**config.mk**
```make
export PLATFORM = sky130hd
export DESIGN_NAME = base64_stream_decoder_core_flat
export DESIGN_NICKNAME = d
export VERILOG_FILES = /design/src/design/b64d_pkg.sv /design/src/design/b64d_in_if.sv /design/src/design/b64d_out_if.sv /design/src/design/b64d_decode.sv /design/src/design/b64d_out_buf.sv /design/src/design/base64_stream_decoder_core.sv /design/src/flat_wrapper.sv
export SDC_FILE = /design/constraint.sdc
export NUM_CORES = 1
export LEC_CHECK = 0
export ABC_AREA = 1
export BUFFER_PORTS_ARGS = -buffer_cell sky130_fd_sc_hd__buf_2
export CORE_MARGIN = 4
export CORE_UTILIZATION = 63
export DETAILED_ROUTE_END_ITERATION = 6
export HOLD_SLACK_MARGIN = 0.02
export PLACE_DENSITY = 0.82
export SLEW_MARGIN = 20
export SYNTH_ARGS = -nofsm -noshare
export SYNTH_HDL_FRONTEND = slang
export SYNTH_HIERARCHICAL = 1
export SYNTH_SLANG_ARGS = --single-unit
export TNS_END_PERCENT = 10
```
**constraint.sdc**
```tcl
create_clock -name clk_i -period 10.05 [get_ports clk_i]
set_input_delay 1.005 -clock clk_i [delete_from_list [all_inputs] [get_ports clk_i]]
set_output_delay 1.005 -clock clk_i [all_outputs]
set_load 0.02 [all_outputs]
```
**src/design/b64d_pkg.sv**
```systemverilog
// Package for the base64 stream decoder: shared types, codes and the
// character map. Every other design file but the two channel interfaces depends on this package.
package b64d_pkg;

  // Width of the per-string byte counter.
  localparam int LenBits = 16;
  // Largest byte count that the counter can hold, as a 33-bit value.
  localparam logic [32:0] LenMax = 33'((34'd1 << LenBits) - 34'd1);
  // A single input byte causes at most three data bytes and one status report.
  localparam int MaxResults = 4;
  localparam int CountW = $clog2(MaxResults + 1);
  localparam int IdxW = $clog2(MaxResults);

  localparam logic [1:0] StatOk       = 2'd0;
  localparam logic [1:0] StatInvalid  = 2'd1;
  localparam logic [1:0] StatOverflow = 2'd2;

  localparam logic KindData   = 1'b0;
  localparam logic KindStatus = 1'b1;

  typedef enum logic [1:0] {
    ClsValue,
    ClsSkip,
    ClsPad,
    ClsBad
  } char_class_e;

  typedef struct packed {
    char_class_e cls;
    logic [5:0]  val;
  } char_map_t;

  typedef struct packed {
    logic        kind;
    logic [7:0]  data_byte;
    logic [1:0]  status;
    logic [15:0] total_length;
  } result_t;

  typedef struct packed {
    logic [CountW-1:0]          count;
    result_t [MaxResults-1:0]   slot;
  } bundle_t;

  function automatic char_map_t map_char(input logic [7:0] c);
    char_map_t m;
    m.cls = ClsValue;
    m.val = 6'd0;
    if (c inside {[8'h41:8'h5A]}) begin
      m.val = 6'(c - 8'h41);
    end else if (c inside {[8'h61:8'h7A]}) begin
      m.val = 6'(c - 8'h61 + 8'd26);
    end else if (c inside {[8'h30:8'h39]}) begin
      m.val = 6'(c - 8'h30 + 8'd52);
    end else if (c == 8'h2B) begin
      m.val = 6'd62;
    end else if (c == 8'h2F) begin
      m.val = 6'd63;
    end else if (c == 8'h0A) begin
      m.cls = ClsSkip;
    end else if (c == 8'h3D) begin
      m.cls = ClsPad;
    end else begin
      m.cls = ClsBad;
    end
    return m;
  endfunction

endpackage

```
**src/design/b64d_in_if.sv**
```systemverilog
// Input channel interface of the base64 stream decoder: one text byte per
// transaction. Depends on nothing.
interface b64d_in_if;
  logic       valid;
  logic       ready;
  logic [7:0] text_byte;
  logic       end_of_text;

  modport source (output valid, output text_byte, output end_of_text, input ready);
  modport sink   (input valid, input text_byte, input end_of_text, output ready);
endinterface

```
**src/design/b64d_out_if.sv**
```systemverilog
// Result channel interface of the base64 stream decoder: one decoded byte or
// one status report per transaction. Depends on nothing.
interface b64d_out_if;
  logic        valid;
  logic        ready;
  logic        kind;
  logic [7:0]  data_byte;
  logic [1:0]  status;
  logic [15:0] total_length;
  logic        last_result;

  modport source (output valid, output kind, output data_byte, output status,
                  output total_length, output last_result, input ready);
  modport sink   (input valid, input kind, input data_byte, input status,
                  input total_length, input last_result, output ready);
endinterface

```
**src/design/b64d_decode.sv**
```systemverilog
// Decode stage: string state registers and the logic that turns one text
// byte into a bundle of results. Depends on b64d_pkg.
module b64d_decode
  import b64d_pkg::*;
(
  input  logic        clk_i,
  input  logic        rst_ni,
  input  logic        fire_i,
  input  logic [7:0]  text_byte_i,
  input  logic        end_of_text_i,
  input  logic [15:0] max_out_len_i,
  output bundle_t     bundle_o
);

  logic [23:0]        acc_q, acc_d;
  logic [1:0]         vc_q, vc_d;
  logic               pad_q, pad_d;
  logic [1:0]         err_q, err_d;
  logic [LenBits-1:0] bc_q, bc_d;

  always_comb begin
    char_map_t          m;
    logic [32:0]        cap;
    logic [23:0]        acc_shift;
    logic [1:0]         nd;
    logic [7:0]         dbyte [3];
    logic [LenBits-1:0] fin_len;
    logic [1:0]         fin_err;

    m         = map_char(text_byte_i);
    cap       = (33'(max_out_len_i) > LenMax) ? LenMax : 33'(max_out_len_i);
    acc_shift = {acc_q[17:0], m.val};
    nd        = 2'd0;
    dbyte[0]  = 8'd0;
    dbyte[1]  = 8'd0;
    dbyte[2]  = 8'd0;
    acc_d     = acc_q;
    vc_d      = vc_q;
    pad_d     = pad_q;
    err_d     = err_q;
    bc_d      = bc_q;

    if (err_q == StatOk && !pad_q) begin
      case (m.cls)
        ClsSkip: begin
        end
        ClsPad: begin
          pad_d = 1'b1;
        end
        ClsBad: begin
          err_d = StatInvalid;
        end
        default: begin
          if (vc_q == 2'd3) begin
            if (33'(bc_q) + 33'd3 > cap) begin
              err_d = StatOverflow;
            end else begin
              dbyte[0] = acc_shift[23:16];
              dbyte[1] = acc_shift[15:8];
              dbyte[2] = acc_shift[7:0];
              nd       = 2'd3;
              bc_d     = LenBits'(bc_q + LenBits'(3));
            end
            acc_d = 24'd0;
            vc_d  = 2'd0;
          end else begin
            acc_d = acc_shift;
            vc_d  = vc_q + 2'd1;
          end
        end
      endcase
    end

    // End of string: flush the partial group, then report and clear.
    if (end_of_text_i && err_d == StatOk) begin
      if (vc_d == 2'd3) begin
        if (33'(bc_d) + 33'd2 > cap) begin
          err_d = StatOverflow;
        end else begin
          dbyte[0] = acc_d[17:10];
          dbyte[1] = acc_d[9:2];
          nd       = 2'd2;
          bc_d     = LenBits'(bc_d + LenBits'(2));
        end
      end else if (vc_d == 2'd2) begin
        if (33'(bc_d) + 33'd1 > cap) begin
          err_d = StatOverflow;
        end else begin
          dbyte[0] = acc_d[11:4];
          nd       = 2'd1;
          bc_d     = LenBits'(bc_d + LenBits'(1));
        end
      end
    end
    fin_len = bc_d;
    fin_err = err_d;
    if (end_of_text_i) begin
      acc_d = 24'd0;
      vc_d  = 2'd0;
      pad_d = 1'b0;
      err_d = StatOk;
      bc_d  = '0;
    end

    bundle_o.count = CountW'(nd) + CountW'(end_of_text_i);
    for (int i = 0; i < MaxResults; i++) begin
      if (i < 3 && 2'(i) < nd) begin
        bundle_o.slot[i].kind         = KindData;
        bundle_o.slot[i].data_byte    = dbyte[i % 3];
        bundle_o.slot[i].status       = StatOk;
        bundle_o.slot[i].total_length = 16'(bc_q + LenBits'(i + 1));
      end else begin
        bundle_o.slot[i].kind         = KindStatus;
        bundle_o.slot[i].data_byte    = 8'd0;
        bundle_o.slot[i].status       = fin_err;
        bundle_o.slot[i].total_length = 16'(fin_len);
      end
    end
  end

  always_ff @(posedge clk_i or negedge rst_ni) begin
    if (!rst_ni) begin
      acc_q <= 24'd0;
      vc_q  <= 2'd0;
      pad_q <= 1'b0;
      err_q <= StatOk;
      bc_q  <= '0;
    end else if (fire_i) begin
      acc_q <= acc_d;
      vc_q  <= vc_d;
      pad_q <= pad_d;
      err_q <= err_d;
      bc_q  <= bc_d;
    end
  end

endmodule

```
**src/design/b64d_out_buf.sv**
```systemverilog
// Result register: holds the bundle of one text byte and hands its
// results to the output channel one per transaction. Depends on b64d_pkg.
module b64d_out_buf
  import b64d_pkg::*;
(
  input  logic        clk_i,
  input  logic        rst_ni,
  input  logic        fire_i,
  input  bundle_t     bundle_i,
  output logic        can_load_o,
  output logic        out_valid_o,
  input  logic        out_ready_i,
  output result_t     result_o,
  output logic        last_o
);

  bundle_t         bundle_q;
  logic            valid_q;
  logic [IdxW-1:0] idx_q;
  logic            take;
  logic            load;

  assign last_o      = (CountW'(idx_q) + CountW'(1)) == bundle_q.count;
  assign take        = valid_q && out_ready_i;
  assign can_load_o  = !valid_q || (take && last_o);
  assign load        = fire_i && (bundle_i.count != '0);
  assign out_valid_o = valid_q;
  assign result_o    = bundle_q.slot[idx_q];

  always_ff @(posedge clk_i or negedge rst_ni) begin
    if (!rst_ni) begin
      valid_q <= 1'b0;
      idx_q   <= '0;
    end else if (load) begin
      valid_q <= 1'b1;
      idx_q   <= '0;
    end else if (take) begin
      if (last_o) begin
        valid_q <= 1'b0;
      end else begin
        idx_q <= idx_q + IdxW'(1);
      end
    end
  end

  always_ff @(posedge clk_i) begin
    if (load) begin
      bundle_q <= bundle_i;
    end
  end

endmodule

```
**src/design/base64_stream_decoder_core.sv**
```systemverilog
// Top level of the base64 stream decoder: capacity register, decode stage
// and result register. Depends on b64d_pkg, the two channel interfaces,
// b64d_decode and b64d_out_buf.
//
// Usage: text bytes arrive on in_i, one per transaction, with end_of_text
// marking the last byte of a string. Decoded bytes and one final status
// report per string leave on out_o, one per transaction; last_result marks
// the last result of an input byte. The user writes the capacity register
// through cfg_we_i/cfg_wdata_i only while the block is idle (not enforced).
//
// The results of a byte are on out_o from the cycle after it is accepted.
// A byte is decoded in a single pass of logic between the string state
// registers and the result register, so a byte can be taken every cycle
// while the result register is free or frees up. A byte with results holds
// the result register until its last result is taken, and the next byte is
// accepted in the cycle its last result is taken; a byte with no result
// leaves the register free. The result register bounds the rate.
//
// When the receiver stalls, the result register holds and in_i.ready drops
// once it is full. Reset empties the result register, clears the string
// state and sets the capacity to 65535.
module base64_stream_decoder_core
  import b64d_pkg::*;
(
  input  logic        clk_i,
  input  logic        rst_ni,
  b64d_in_if.sink     in_i,
  b64d_out_if.source  out_o,
  input  logic        cfg_we_i,
  input  logic [15:0] cfg_wdata_i
);

  logic [15:0] max_out_len_q;
  logic        can_load;
  logic        in_fire;
  bundle_t     bundle;
  result_t     result;
  logic        last;

  // The capacity register survives the end of a string.
  always_ff @(posedge clk_i or negedge rst_ni) begin
    if (!rst_ni) begin
      max_out_len_q <= 16'hFFFF;
    end else if (cfg_we_i) begin
      max_out_len_q <= cfg_wdata_i;
    end
  end

  // A byte is taken whenever the result register is free or frees up now.
  assign in_i.ready = can_load;
  assign in_fire    = in_i.valid && can_load;

  b64d_decode u_decode (
    .clk_i         (clk_i),
    .rst_ni        (rst_ni),
    .fire_i        (in_fire),
    .text_byte_i   (in_i.text_byte),
    .end_of_text_i (in_i.end_of_text),
    .max_out_len_i (max_out_len_q),
    .bundle_o      (bundle)
  );

  b64d_out_buf u_out_buf (
    .clk_i       (clk_i),
    .rst_ni      (rst_ni),
    .fire_i      (in_fire),
    .bundle_i    (bundle),
    .can_load_o  (can_load),
    .out_valid_o (out_o.valid),
    .out_ready_i (out_o.ready),
    .result_o    (result),
    .last_o      (last)
  );

  assign out_o.kind         = result.kind;
  assign out_o.data_byte    = result.data_byte;
  assign out_o.status       = result.status;
  assign out_o.total_length = result.total_length;
  assign out_o.last_result  = last;

endmodule

```
**src/flat_wrapper.sv**
```systemverilog
// flat-port wrapper written by rule: the top's interface ports become plain ports
module base64_stream_decoder_core_flat import b64d_pkg::*;
  (clk_i, rst_ni, cfg_we_i, cfg_wdata_i, in_i_valid, in_i_text_byte, in_i_end_of_text, in_i_ready, out_o_valid, out_o_kind, out_o_data_byte, out_o_status, out_o_total_length, out_o_last_result, out_o_ready);
  b64d_in_if in_i_i ();
  b64d_out_if out_o_i ();
  input  logic clk_i;
  input  logic rst_ni;
  input  logic cfg_we_i;
  input  logic [15:0] cfg_wdata_i;
  input wire logic [$bits(in_i_i.valid)-1:0] in_i_valid;
  input wire logic [$bits(in_i_i.text_byte)-1:0] in_i_text_byte;
  input wire logic [$bits(in_i_i.end_of_text)-1:0] in_i_end_of_text;
  output wire logic [$bits(in_i_i.ready)-1:0] in_i_ready;
  output wire logic [$bits(out_o_i.valid)-1:0] out_o_valid;
  output wire logic [$bits(out_o_i.kind)-1:0] out_o_kind;
  output wire logic [$bits(out_o_i.data_byte)-1:0] out_o_data_byte;
  output wire logic [$bits(out_o_i.status)-1:0] out_o_status;
  output wire logic [$bits(out_o_i.total_length)-1:0] out_o_total_length;
  output wire logic [$bits(out_o_i.last_result)-1:0] out_o_last_result;
  input wire logic [$bits(out_o_i.ready)-1:0] out_o_ready;
  assign in_i_i.valid = in_i_valid;
  assign in_i_i.text_byte = in_i_text_byte;
  assign in_i_i.end_of_text = in_i_end_of_text;
  assign in_i_ready = in_i_i.ready;
  assign out_o_valid = out_o_i.valid;
  assign out_o_kind = out_o_i.kind;
  assign out_o_data_byte = out_o_i.data_byte;
  assign out_o_status = out_o_i.status;
  assign out_o_total_length = out_o_i.total_length;
  assign out_o_last_result = out_o_i.last_result;
  assign out_o_i.ready = out_o_ready;
  base64_stream_decoder_core u_core (.clk_i(clk_i), .rst_ni(rst_ni), .in_i(in_i_i), .out_o(out_o_i), .cfg_we_i(cfg_we_i), .cfg_wdata_i(cfg_wdata_i));
endmodule
```
* Yosys cells after proc, flatten, opt, wreduce, memory -nomap -nowiden
Cells that the tools add are included. W data, S select, Z words.
Cells by class: reduce and logical (&&, ||, !) cells 26, bitwise logic cells 3, multiplexer cells 73, add/sub/neg operators 17, equality and inequality tests 13, magnitude comparators 13
Operators with widths (number):
- $mux W16 | 12
- $mux W27 | 4
- $mux W24 | 4
- $mux W18 | 4
- $mux W2 | 31
- $bmux W27 S2 | 1
- $gt A17 B16 Y1 | 3
- $add A16 B2 Y16 const B | 3
- $add A16 B2 Y17 const B | 2
- $add A16 B1 Y16 const B | 2
- $mux W8 | 4
- $mux W6 | 5
- $eq A8 B6 Y1 const B | 3
- $add A16 B1 Y17 const B | 1
- $ge A8 B7 Y1 const B | 2
- $le A8 B7 Y1 const B | 2
- $sub A6 B6 Y6 const B | 2
- $eq A2 B2 Y1 const B | 5
- $logic_and A1 B1 Y1 | 9
- $eq A8 B4 Y1 const B | 1
- $ge A8 B6 Y1 const B | 1
- $le A8 B6 Y1 const B | 1
- $reduce_bool A2 Y1 | 4
- $mux W1 | 7
- other kinds (23) | 32
Storage, ports and cells: word-level logic and storage cells 169, register bits after elaboration 160

* Depth between registers and ports, before layout
Gate-level depths: netlist (run 1).
depth after elaboration 23, depth in mapped cells 53, depth with buffers taken out 50

* Hierarchy
The synthesis (run 1) kept the hierarchy.
By module, submodules not included:
- b64d_decode | times used 1, cells an instance 1264, area an instance 7322.0 um^2
- b64d_out_buf | times used 1, cells an instance 300, area an instance 4359.2 um^2
- base64_stream_decoder_core | times used 1, cells an instance 70, area an instance 671.9 um^2

* Worst setup path before layout (run 1)
Ideal clock, no wire load.
path kind input-to-reg, from in in_i_text_byte[2], to reg u_core/u_out_buf/bundle_q[0] (netlist name) (enable), setup time 0.464 ns, setup slack 1.231 ns, buffers on the path 2, data arrival time 8.355 ns, stages 41, cell sequence inv_1 ha_1 a21oi_1 o31ai_1 nand2_1 nor3_1 inv_1 ha_1 nand2_1 nor2_1 nand2_4 buf_6 nand2_1 nand2_1 ha_1 inv_1 nor2_4 nand2_1 (+5 left out) nand3b_1 nand4_1 a21oi_1 o21ai_0 nand2_1 nand2_1 nand2_1 nand3_4 nor2_2 inv_4 nand2_4 inv_4 buf_6 ha_1 nor2_1 nand2_1 nand2_1 inv_1
RTL lines:
- start, declared | line flat_wrapper.sv:11 | input wire logic [$bits(in_i_i.text_byte)-1:0] in_i_text_byte;
- end signal, assigned | line b64d_out_buf.sv:48 | bundle_q <= bundle_i;
- end, declared | line b64d_out_buf.sv:17 | bundle_t bundle_q;

==> flow_summary.html, run 1 <==
<table>
<tr><th>Metric</th><th>Value</th></tr>
<tr><th colspan="2">Floorplanning</th></tr>
<tr><td>Area of the core region</td><td>about 19,000 µm²</td></tr>
<tr><td>Die width</td><td>about 150 µm</td></tr>
<tr><td>DIE HEIGHT</td><td>148 µm</td></tr>
<tr><td>Initial cell density of the core</td><td>65.0%</td></tr>
<tr><td>Top-level port count</td><td>60</td></tr>
<tr><td>Die Footprint</td><td>21,900 µm²</td></tr>
<tr><td>Total number of placement rows</td><td>50</td></tr>
<tr><th colspan="2">Yosys</th></tr>
<tr><td>Most frequently used cell type in the post-synthesis netlist</td><td>nand2_1</td></tr>
<tr><td>Sequential element share of the synthesized area</td><td>about two fifths</td></tr>
<tr><td>Count of cell types in the netlist</td><td>51</td></tr>
<tr><td>Leading area contributor after synthesis</td><td>edfxtp_1</td></tr>
<tr><td>Number of enable-type register cells in the synthesized netlist</td><td>around 110</td></tr>
<tr><td>Most numerous cell types in the synthesized netlist</td><td>nand2_1 (462), nor2_1 (187), inv_1 (161)</td></tr>
<tr><td>Mean Syn Cell Area</td><td>7.56 µm²</td></tr>
<tr><td>Gate Count Post-Synth</td><td>about 1,600</td></tr>
<tr><td>Share of the synthesized area in the top cell type</td><td>27.0%</td></tr>
<tr><td>Most instantiated flip-flop cell in the synthesis netlist</td><td>edfxtp_1</td></tr>
<tr><td>Top cells by area in the synthesized netlist</td><td>edfxtp_1 (27%), nand2_1 (14%), dfrtp_1 (8.5%), ha_1 (7.2%), nor2_1 (5.7%)</td></tr>
<tr><td>Number of synthesis warnings</td><td>6</td></tr>
<tr><td>Flip-flop and latch count after synthesis</td><td>between 150 and 200</td></tr>
<tr><td>Share of synthesized flip-flops with an asynchronous set or reset</td><td>between 30% and 40%</td></tr>
<tr><td>Synthesized area</td><td>roughly 12,000 µm²</td></tr>
<tr><th colspan="2">Worst setup path</th></tr>
<tr><td>Reg-to-reg setup timing slack</td><td>around 860 ps</td></tr>
<tr><td>CP Data Arrival Time</td><td>between 9000 and 10,000 ps</td></tr>
<tr><td>Worst reg2reg startpoint</td><td>u_core/u_decode/bc_q[0]</td></tr>
<tr><td>Slowest stage cell, crit path</td><td>dfrtp_1</td></tr>
<tr><td>Largest fanout of any net on the critical path</td><td>49</td></tr>
<tr><td>Top cell by count, worst path</td><td>nand2_1</td></tr>
<tr><td>Endpoint of the worst-slack reg-to-reg timing path</td><td>u_core/u_out_buf/bundle_q[27]</td></tr>
<tr><td>Depth of the worst register-to-register path</td><td>44</td></tr>
<tr><td>Element type at the critical path end</td><td>register</td></tr>
<tr><td>Critical path required time</td><td>a little over 10,000 ps</td></tr>
<tr><td>Delay of the slowest cell on the worst path</td><td>about 660 ps</td></tr>
<tr><td>Critical path start-end classification</td><td>reg -&gt; reg</td></tr>
<tr><td>Startpoint types</td><td>register</td></tr>
<tr><th colspan="2">GRT</th></tr>
<tr><td>Global-route wire length before repair</td><td>approximately 56,000 µm</td></tr>
<tr><td>Initial antenna violation count</td><td>0</td></tr>
<tr><td>Global Route Usage Sum</td><td>about a third</td></tr>
<tr><td>Pin count of the biggest net entering global routing</td><td>59</td></tr>
<tr><td>Vias in the first global route</td><td>~10,000</td></tr>
<tr><td>Remaining global-route overflow</td><td>0</td></tr>
<tr><th colspan="2">Power and ir drop</th></tr>
<tr><td>Combinational power share</td><td>around 42%</td></tr>
<tr><td>Clock group share of total power</td><td>between 20% and 30%</td></tr>
<tr><td>Proportion of total power due to net switching</td><td>44.7%</td></tr>
<tr><td>Total leakage power</td><td>approximately 6.2 nW</td></tr>
<tr><td>IR Drop Worst-Case VDD</td><td>between 0.1 and 0.15 mV</td></tr>
<tr><td>Design internal power</td><td>around 1.6 mW</td></tr>
<tr><td>Sequential cell fraction of total power</td><td>33.6%</td></tr>
<tr><td>Switching power</td><td>around 1.3 mW</td></tr>
<tr><td>Tot Pwr</td><td>approximately 2.9 mW</td></tr>
<tr><td>Areal power density over the cells</td><td>around 220 nW/µm²</td></tr>
<tr><th colspan="2">Timing</th></tr>
<tr><td>Finish-stage setup viols</td><td>0</td></tr>
<tr><td>Max Clock Freq</td><td>109 MHz</td></tr>
<tr><td>Smallest setup slack after layout</td><td>865 ps</td></tr>
<tr><td>Unrepaired setup endpoints after global routing</td><td>false</td></tr>
<tr><td>Worst slew margin</td><td>between 30% and 40%</td></tr>
<tr><td>Worst Tran Pin Value</td><td>between 1000 and 1500 ps</td></tr>
<tr><td>WHS</td><td>between 400 and 500 ps</td></tr>
<tr><td>Period Utilization, post-route</td><td>around nine tenths</td></tr>
<tr><td>Post-Route Setup TNS</td><td>0 ps</td></tr>
<tr><td>Fin Clk Skew</td><td>~12 ps</td></tr>
<tr><td>Final number of max-transition violations</td><td>0</td></tr>
<tr><td>Fin. Hold Viols</td><td>0</td></tr>
<tr><td>Final period demand of the worst path</td><td>between 9000 and 10,000 ps</td></tr>
<tr><th colspan="2">Outcome</th></tr>
<tr><td>Status</td><td>finished clean</td></tr>
<tr><th colspan="2">Placed design</th></tr>
<tr><td>Buffers on Ports</td><td>around 60</td></tr>
<tr><td>Worst setup slack before clock tree synthesis</td><td>between 600 and 700 ps</td></tr>
<tr><td>Weighted congestion at the end of routability-driven global placement</td><td>slightly below 1</td></tr>
<tr><td>HPWL Detailed</td><td>between 20,000 and 30,000 µm</td></tr>
<tr><th colspan="2">Run</th></tr>
<tr><td>Max-cap viol count</td><td>0</td></tr>
<tr><th colspan="2">Clock network</th></tr>
<tr><td>Max H-tree Level</td><td>4</td></tr>
<tr><td>Root Driver</td><td>clkbuf_16</td></tr>
<tr><td>Clock transition at the register clock pins on the worst setup and hold paths after CTS</td><td>80 ps</td></tr>
<tr><td>Later-pin clock latency in the skew report</td><td>approximately 440 ps</td></tr>
<tr><td>Clock buffers created by TritonCTS</td><td>17</td></tr>
<tr><td>Clock tree from TritonCTS</td><td>built</td></tr>
<tr><td>Maximum root-to-sink buffer count</td><td>2</td></tr>
<tr><td>CTS hold repair buffers</td><td>0</td></tr>
<tr><td>Clock net sink count</td><td>169</td></tr>
<tr><td>Post-CTS setup repair buffer count</td><td>0</td></tr>
<tr><th colspan="2">Hold path</th></tr>
<tr><td>Hold Path End</td><td>u_core/max_out_len_q[13]</td></tr>
<tr><td>Type of the most critical hold path</td><td>reg -&gt; reg</td></tr>
<tr><td>Number of cells traversed by the worst hold path</td><td>2</td></tr>
<tr><td>Worst min-delay path startpoint</td><td>u_core/max_out_len_q[13]</td></tr>
<tr><th colspan="2">Routing</th></tr>
<tr><td>Via count</td><td>around 11,000</td></tr>
<tr><td>Post-detailed-route DRC marker count</td><td>0</td></tr>
<tr><td>Number of iterations in the first detailed-routing pass</td><td>7</td></tr>
<tr><td>Average wire per cell in the routed design</td><td>about 18 µm</td></tr>
<tr><td>Wirelength, routed</td><td>approximately 35,000 µm</td></tr>
<tr><td>Number of nets with antenna violations after detailed routing</td><td>0</td></tr>
<tr><td>Number of design-rule violations left by the first detailed-router iteration</td><td>around 1,400</td></tr>
<tr><td>Vias per inst</td><td>5.84</td></tr>
<tr><th colspan="2">Final layout</th></tr>
<tr><td>Final antenna diode count</td><td>0</td></tr>
<tr><td>Layout overhead on the synthesized area</td><td>7.33%</td></tr>
<tr><td>Proportion of layout cells with a drive suffix above 1</td><td>a little under an eighth</td></tr>
<tr><td>Total number of nets in the final design</td><td>between 1,500 and 2,000</td></tr>
<tr><td>Fillers</td><td>~1,600</td></tr>
</table>
[layout by cell type (no fill, tap or decap), types with 36 or more instances in the layout]
| cell | Yosys | final |
|---|---|---|
| nand2_1 | 462 | 462 |
| nor2_1 | 187 | 187 |
| inv_1 | 161 | 160 |
| edfxtp_1 | 111 | 111 |
| o21ai_0 | 103 | 103 |
| nand3_1 | 81 | 81 |
| ha_1 | 71 | 71 |
| buf_2 | 12 | 59 |
| o22ai_1 | 54 | 54 |
| xor2_1 | 45 | 45 |
| a21oi_1 | 45 | 45 |
| dfrtp_1 | 42 | 42 |
| nand2_2 | 36 | 36 |
[area by class of cell]
cell class / count / area (µm²) / share of cell area (%)
multi-input cells: 1225 / 6440 / 48.5
flip-flops and latches: 169 / 4800 / 36.2
inverters: 174 / 671 / 5.06
clock buffers: 17 / 425 / 3.21
repair buffers: 70 / 390 / 2.94
well taps: 260 / 325 / 2.45
clock inverters: 15 / 206 / 1.56
[cells by family after synthesis]
family	synth area share (%)
AOI/OAI and AO/OA	12.4
and+or+nand+nor	28.6
DFF	38.9
other	0.0608
adders and majority gates	7.19
buffers and inverters	9.29
xor gates and xnor gates	3.52
[power by group through the flow]
stage                     logic, mW  clock network, mW  registers (mW)
after floorplan               0.887                  0           0.954
after CTS                      1.20              0.697           0.966
final                          1.22              0.694           0.968
after detailed placement       1.19                  0           0.980
after global placement         1.16                  0           0.975
after global routing           1.34              0.731           0.978
[registers in the layout (all words and copies together), names as in the netlist]
register	flops
u_core/u_decode/bc_q	16
u_core/u_decode/vc_q	2
u_core/u_decode/pad_q	1
u_core/max_out_len_q	16
u_core/u_decode/err_q	2
u_core/u_out_buf/idx_q	2
u_core/u_out_buf/bundle_q	111
u_core/u_out_buf/out_valid_o	1
u_core/u_decode/acc_q	18
[routing by layer]
layer  global-route usage, %  part of all wire (%)  vias to the layer above
li1                        -                     -                     5398
met1                    46.8                    43                     5212
met2                    49.0                    44                      613
met3                    7.33                    11                       57
met4                    8.64                   2.2                        0
met5                       0                     0                        -
[worst max-delay path: cells and delay by family (launching register included)]
family	cells	cell delay [ps]
simple gates	29	4370
buf+inv	6	1490
fa+ha+maj	5	1440
flops	1	660
xor+xnor	2	620
compound gates	2	210
[metrics by stage]
step,utilization (%),cell area [µm²],std cells
after floorplan,-,12400,1641
after global routing,69.7,13300,1930
after CTS,69.7,13300,1930
after global placement,66.3,12600,1898
after detailed placement,66.3,12600,1898
final,69.7,13300,1930
[how the worst max path moves through the flow]
stage / startpoint / to / slack, ps / depth (start not counted)
after floorplan: in_i_text_byte[2] / u_core/u_out_buf/bundle_q[0] / 1230 / 41
after global placement: in_i_text_byte[2] / u_core/u_out_buf/bundle_q[82] / 1050 / 41
after detailed placement: in_i_text_byte[2] / u_core/u_out_buf/bundle_q[27] / 650 / 41
after CTS: u_core/u_decode/bc_q[0] / u_core/u_out_buf/bundle_q[27] / 980 / 44
after global routing: in_i_text_byte[2] / u_core/u_out_buf/bundle_q[27] / 100 / 41
final: u_core/u_decode/bc_q[0] / u_core/u_out_buf/bundle_q[27] / 860 / 44
[timing repair]
action | 4_1_cts | 5_1_grt
endpoints found under the setup margin | 0 | 74
hold endpoints to repair | 0 | 0
resized for setup | 0 | 1
Note: power is estimated with default switching activity, not from simulation.
==> run 2: changes to the inputs <==
--- a/config.mk
+++ b/config.mk
@@ -8,11 +8,12 @@
 export ABC_AREA = 1
 export BUFFER_PORTS_ARGS = -buffer_cell sky130_fd_sc_hd__buf_2
 export CORE_MARGIN = 4
-export CORE_UTILIZATION = 63
+export CORE_UTILIZATION = 65
+export CTS_BUF_LIST = sky130_fd_sc_hd__clkbuf_8
 export DETAILED_ROUTE_END_ITERATION = 6
 export HOLD_SLACK_MARGIN = 0.02
-export PLACE_DENSITY = 0.82
-export SLEW_MARGIN = 20
+export PLACE_DENSITY = 0.84
+export SLEW_MARGIN = 25
 export SYNTH_ARGS = -nofsm -noshare
 export SYNTH_HDL_FRONTEND = slang
 export SYNTH_HIERARCHICAL = 1
==> flow_summary.html, run 2 (synthesis results as in run 1) <==
<table>
<tr><th>Metric</th><th>Value</th></tr>
<tr><th colspan="2">Outcome</th></tr>
<tr><td>Status</td><td>finished clean</td></tr>
<tr><th colspan="2">Placed design</th></tr>
<tr><td>Buffers on Ports</td><td>59 (unchanged)</td></tr>
<tr><td>Worst setup slack before clock tree synthesis</td><td>688 ps (+40.0 ps)</td></tr>
<tr><td>HPWL Detailed</td><td>24,800 µm (-2.4%)</td></tr>
<tr><td>Weighted congestion at the end of routability-driven global placement</td><td>1.01 (+2.1%)</td></tr>
<tr><td>Placed instance area</td><td>12,600 µm² (-0.44%)</td></tr>
<tr><th colspan="2">Routing</th></tr>
<tr><td>Post-detailed-route DRC marker count</td><td>0 (unchanged)</td></tr>
<tr><td>Wirelength, routed</td><td>33,500 µm (-4.7%)</td></tr>
<tr><td>Via count</td><td>11,200 (-0.76%)</td></tr>
<tr><td>Number of design-rule violations left by the first detailed-router iteration</td><td>1,287 (-9.0%)</td></tr>
<tr><td>Average wire per cell in the routed design</td><td>17.6 µm (-3.2%)</td></tr>
<tr><td>Vias per inst</td><td>5.89 (+0.75%)</td></tr>
<tr><td>Number of iterations in the first detailed-routing pass</td><td>6 (-1)</td></tr>
<tr><td>Number of nets with antenna violations after detailed routing</td><td>0 (unchanged)</td></tr>
<tr><th colspan="2">Timing</th></tr>
<tr><td>Finish-stage setup viols</td><td>0 (unchanged)</td></tr>
<tr><td>Unrepaired setup endpoints after global routing</td><td>false</td></tr>
<tr><td>Period Utilization, post-route</td><td>92.5% (+1.1 points)</td></tr>
<tr><td>Smallest setup slack after layout</td><td>750 ps (-115 ps)</td></tr>
<tr><td>Worst slew margin</td><td>35.0% (+2.4 points)</td></tr>
<tr><td>Fin Clk Skew</td><td>19.2 ps (+6.84 ps)</td></tr>
<tr><td>Worst Tran Pin Value</td><td>974 ps (-35.7 ps)</td></tr>
<tr><td>Final number of max-transition violations</td><td>0 (unchanged)</td></tr>
<tr><td>Fin. Hold Viols</td><td>0 (unchanged)</td></tr>
<tr><td>Final period demand of the worst path</td><td>9300 ps (+115 ps)</td></tr>
<tr><td>Max Clock Freq</td><td>108 MHz (-1.2%)</td></tr>
<tr><td>Post-Route Setup TNS</td><td>0 ps (unchanged)</td></tr>
<tr><th colspan="2">Floorplanning</th></tr>
<tr><td>DIE HEIGHT</td><td>146 µm (-1.5%)</td></tr>
<tr><td>Die Footprint</td><td>21,300 µm² (-2.9%)</td></tr>
<tr><td>Initial cell density of the core</td><td>66.0% (+1.1 points)</td></tr>
<tr><td>Top-level port count</td><td>60 (unchanged)</td></tr>
<tr><td>Total number of placement rows</td><td>50 (unchanged)</td></tr>
<tr><td>Die width</td><td>146 µm (-1.5%)</td></tr>
<tr><td>Area of the core region</td><td>18,700 µm² (-1.6%)</td></tr>
<tr><th colspan="2">Worst setup path</th></tr>
<tr><td>Worst reg2reg startpoint</td><td>u_core/u_decode/bc_q[0]</td></tr>
<tr><td>Endpoint of the worst-slack reg-to-reg timing path</td><td>u_core/u_out_buf/bundle_q[71]</td></tr>
<tr><td>Depth of the worst register-to-register path</td><td>44 (unchanged)</td></tr>
<tr><td>Top cell by count, worst path</td><td>nand2_1</td></tr>
<tr><td>Slowest stage cell, crit path</td><td>dfrtp_1</td></tr>
<tr><td>Largest fanout of any net on the critical path</td><td>49 (unchanged)</td></tr>
<tr><td>Startpoint types</td><td>register</td></tr>
<tr><td>Critical path start-end classification</td><td>reg -&gt; reg</td></tr>
<tr><td>Critical path required time</td><td>10,210 ps (+30 ps)</td></tr>
<tr><td>CP Data Arrival Time</td><td>9460 ps (+150 ps)</td></tr>
<tr><td>Reg-to-reg setup timing slack</td><td>750 ps (-110 ps)</td></tr>
<tr><td>Element type at the critical path end</td><td>register</td></tr>
<tr><td>Delay of the slowest cell on the worst path</td><td>680 ps (+20 ps)</td></tr>
<tr><th colspan="2">Clock network</th></tr>
<tr><td>Root Driver</td><td>clkbuf_8</td></tr>
<tr><td>Max H-tree Level</td><td>4 (unchanged)</td></tr>
<tr><td>Maximum root-to-sink buffer count</td><td>2 (unchanged)</td></tr>
<tr><td>Clock net sink count</td><td>169 (unchanged)</td></tr>
<tr><td>CTS hold repair buffers</td><td>0 (unchanged)</td></tr>
<tr><td>Post-CTS setup repair buffer count</td><td>0 (unchanged)</td></tr>
<tr><td>Clock transition at the register clock pins on the worst setup and hold paths after CTS</td><td>100 ps (+20 ps)</td></tr>
<tr><td>Later-pin clock latency in the skew report</td><td>470 ps (+30 ps)</td></tr>
<tr><td>Clock buffers created by TritonCTS</td><td>17 (unchanged)</td></tr>
<tr><td>Post-cts sizing count</td><td>0 (unchanged)</td></tr>
<tr><td>Clock tree from TritonCTS</td><td>built</td></tr>
<tr><th colspan="2">Final layout</th></tr>
<tr><td>Non-Filler Cell Area, Final</td><td>13,000 µm² (-2.1%)</td></tr>
<tr><td>Largest register FFs</td><td>111 (unchanged)</td></tr>
<tr><td>Proportion of layout cells with a drive suffix above 1</td><td>11.6% (-0.16 points)</td></tr>
<tr><td>Total number of nets in the final design</td><td>1,755 (-0.17%)</td></tr>
<tr><td>Final core utilization</td><td>69.4% (-0.30 points)</td></tr>
<tr><td>Final antenna diode count</td><td>0 (unchanged)</td></tr>
<tr><td>Most frequent cells in the layout</td><td>nand2_1 (462), nor2_1 (187), inv_1 (160)</td></tr>
<tr><td>Layout overhead on the synthesized area</td><td>5.12%</td></tr>
<tr><td>Top reg by flops</td><td>u_core/u_out_buf/bundle_q</td></tr>
<tr><td>Largest registers</td><td>u_core/u_out_buf/bundle_q: 111 flops, u_core/u_decode/acc_q: 18 flops</td></tr>
<tr><td>Most common cell after layout, fill and taps aside</td><td>nand2_1</td></tr>
<tr><th colspan="2">GRT</th></tr>
<tr><td>Pin count of the biggest net entering global routing</td><td>59 (unchanged)</td></tr>
<tr><td>Vias in the first global route</td><td>10,300 (-0.72%)</td></tr>
<tr><td>Global Route Usage Sum</td><td>31.5% (-0.75 points)</td></tr>
<tr><td>Global-route wire length before repair</td><td>54,200 µm (-3.1%)</td></tr>
<tr><td>Initial antenna violation count</td><td>0 (unchanged)</td></tr>
<tr><td>Remaining global-route overflow</td><td>0 (unchanged)</td></tr>
<tr><th colspan="2">Hold path</th></tr>
<tr><td>Number of cells traversed by the worst hold path</td><td>2 (unchanged)</td></tr>
<tr><td>Hold Path End</td><td>u_core/max_out_len_q[13]</td></tr>
<tr><td>Worst min-delay path startpoint</td><td>u_core/max_out_len_q[13]</td></tr>
<tr><td>Type of the most critical hold path</td><td>reg -&gt; reg</td></tr>
<tr><th colspan="2">Power and ir drop</th></tr>
<tr><td>Areal power density over the cells</td><td>206 nW/µm² (-5.3%)</td></tr>
<tr><td>Tot Pwr</td><td>2.67 mW (-7.2%)</td></tr>
<tr><td>IR Drop Worst-Case VDD</td><td>0.123 mV (-13%)</td></tr>
<tr><td>Total leakage power</td><td>6.09 nW (-1.8%)</td></tr>
<tr><th colspan="2">Run</th></tr>
<tr><td>Max-cap viol count</td><td>0 (unchanged)</td></tr>
</table>
## run 2: critical path, delay by kind of cell, from the launching register on
kind,cells,cell delay (ps)
AND/OR/NAND/NOR,24,3810
buffers and inverters,9,1940
adder cells (fa/ha/maj),5,1530
flip-flops,1,680
AO/OA/AOI/OAI,5,670
XOR/XNOR,1,330
## run 2: worst max path at each step
stage                            start  cells after the start                             to  slack, ps
6_report       u_core/u_decode/bc_q[0]                     44  u_core/u_out_buf/bundle_q[71]        750
3_5_place_dp         in_i_text_byte[2]                     41  u_core/u_out_buf/bundle_q[98]        690
2_1_floorplan        in_i_text_byte[2]                     41   u_core/u_out_buf/bundle_q[0]       1230
5_1_grt        u_core/u_decode/bc_q[0]                     44  u_core/u_out_buf/bundle_q[71]         80
4_1_cts        u_core/u_decode/bc_q[0]                     42  u_core/u_out_buf/bundle_q[94]        980
3_3_place_gp         in_i_text_byte[2]                     41  u_core/u_out_buf/bundle_q[98]       1010
## run 2: cell type report
class | count | area, µm²
Clock buffer | 17 | 234
Inverter | 174 | 671
Fill cell | 1536 | 5720
Tap cell | 234 | 293
Clock inverter | 15 | 188
Timing Repair Buffer | 67 | 368
Sequential cell | 169 | 4800
Multi-Input combinational cell | 1225 | 6430
## run 2: where the power goes
group	leakage (nW)	switching, mW	internal, mW
clock network	0.208	0.305	0.195
registers	1.77	0.0732	0.893
logic	4.11	0.858	0.348
## run 2: layer usage
layer	wire [µm]	GRT usage [%]
met5	0	0.227
met1	14200	44.9
met3	3880	7.19
met4	1080	11.3
met2	14400	47.4
## run 2: metrics by stage
| step | hold slack, ps | cells |
|---|---|---|
| final | 465 | 1901 |
| after global routing | 479 | 1901 |
| after CTS | 469 | 1901 |
| after detailed placement | 453 | 1869 |
| after global placement | 451 | 1869 |
| after floorplan | 442 | 1641 |
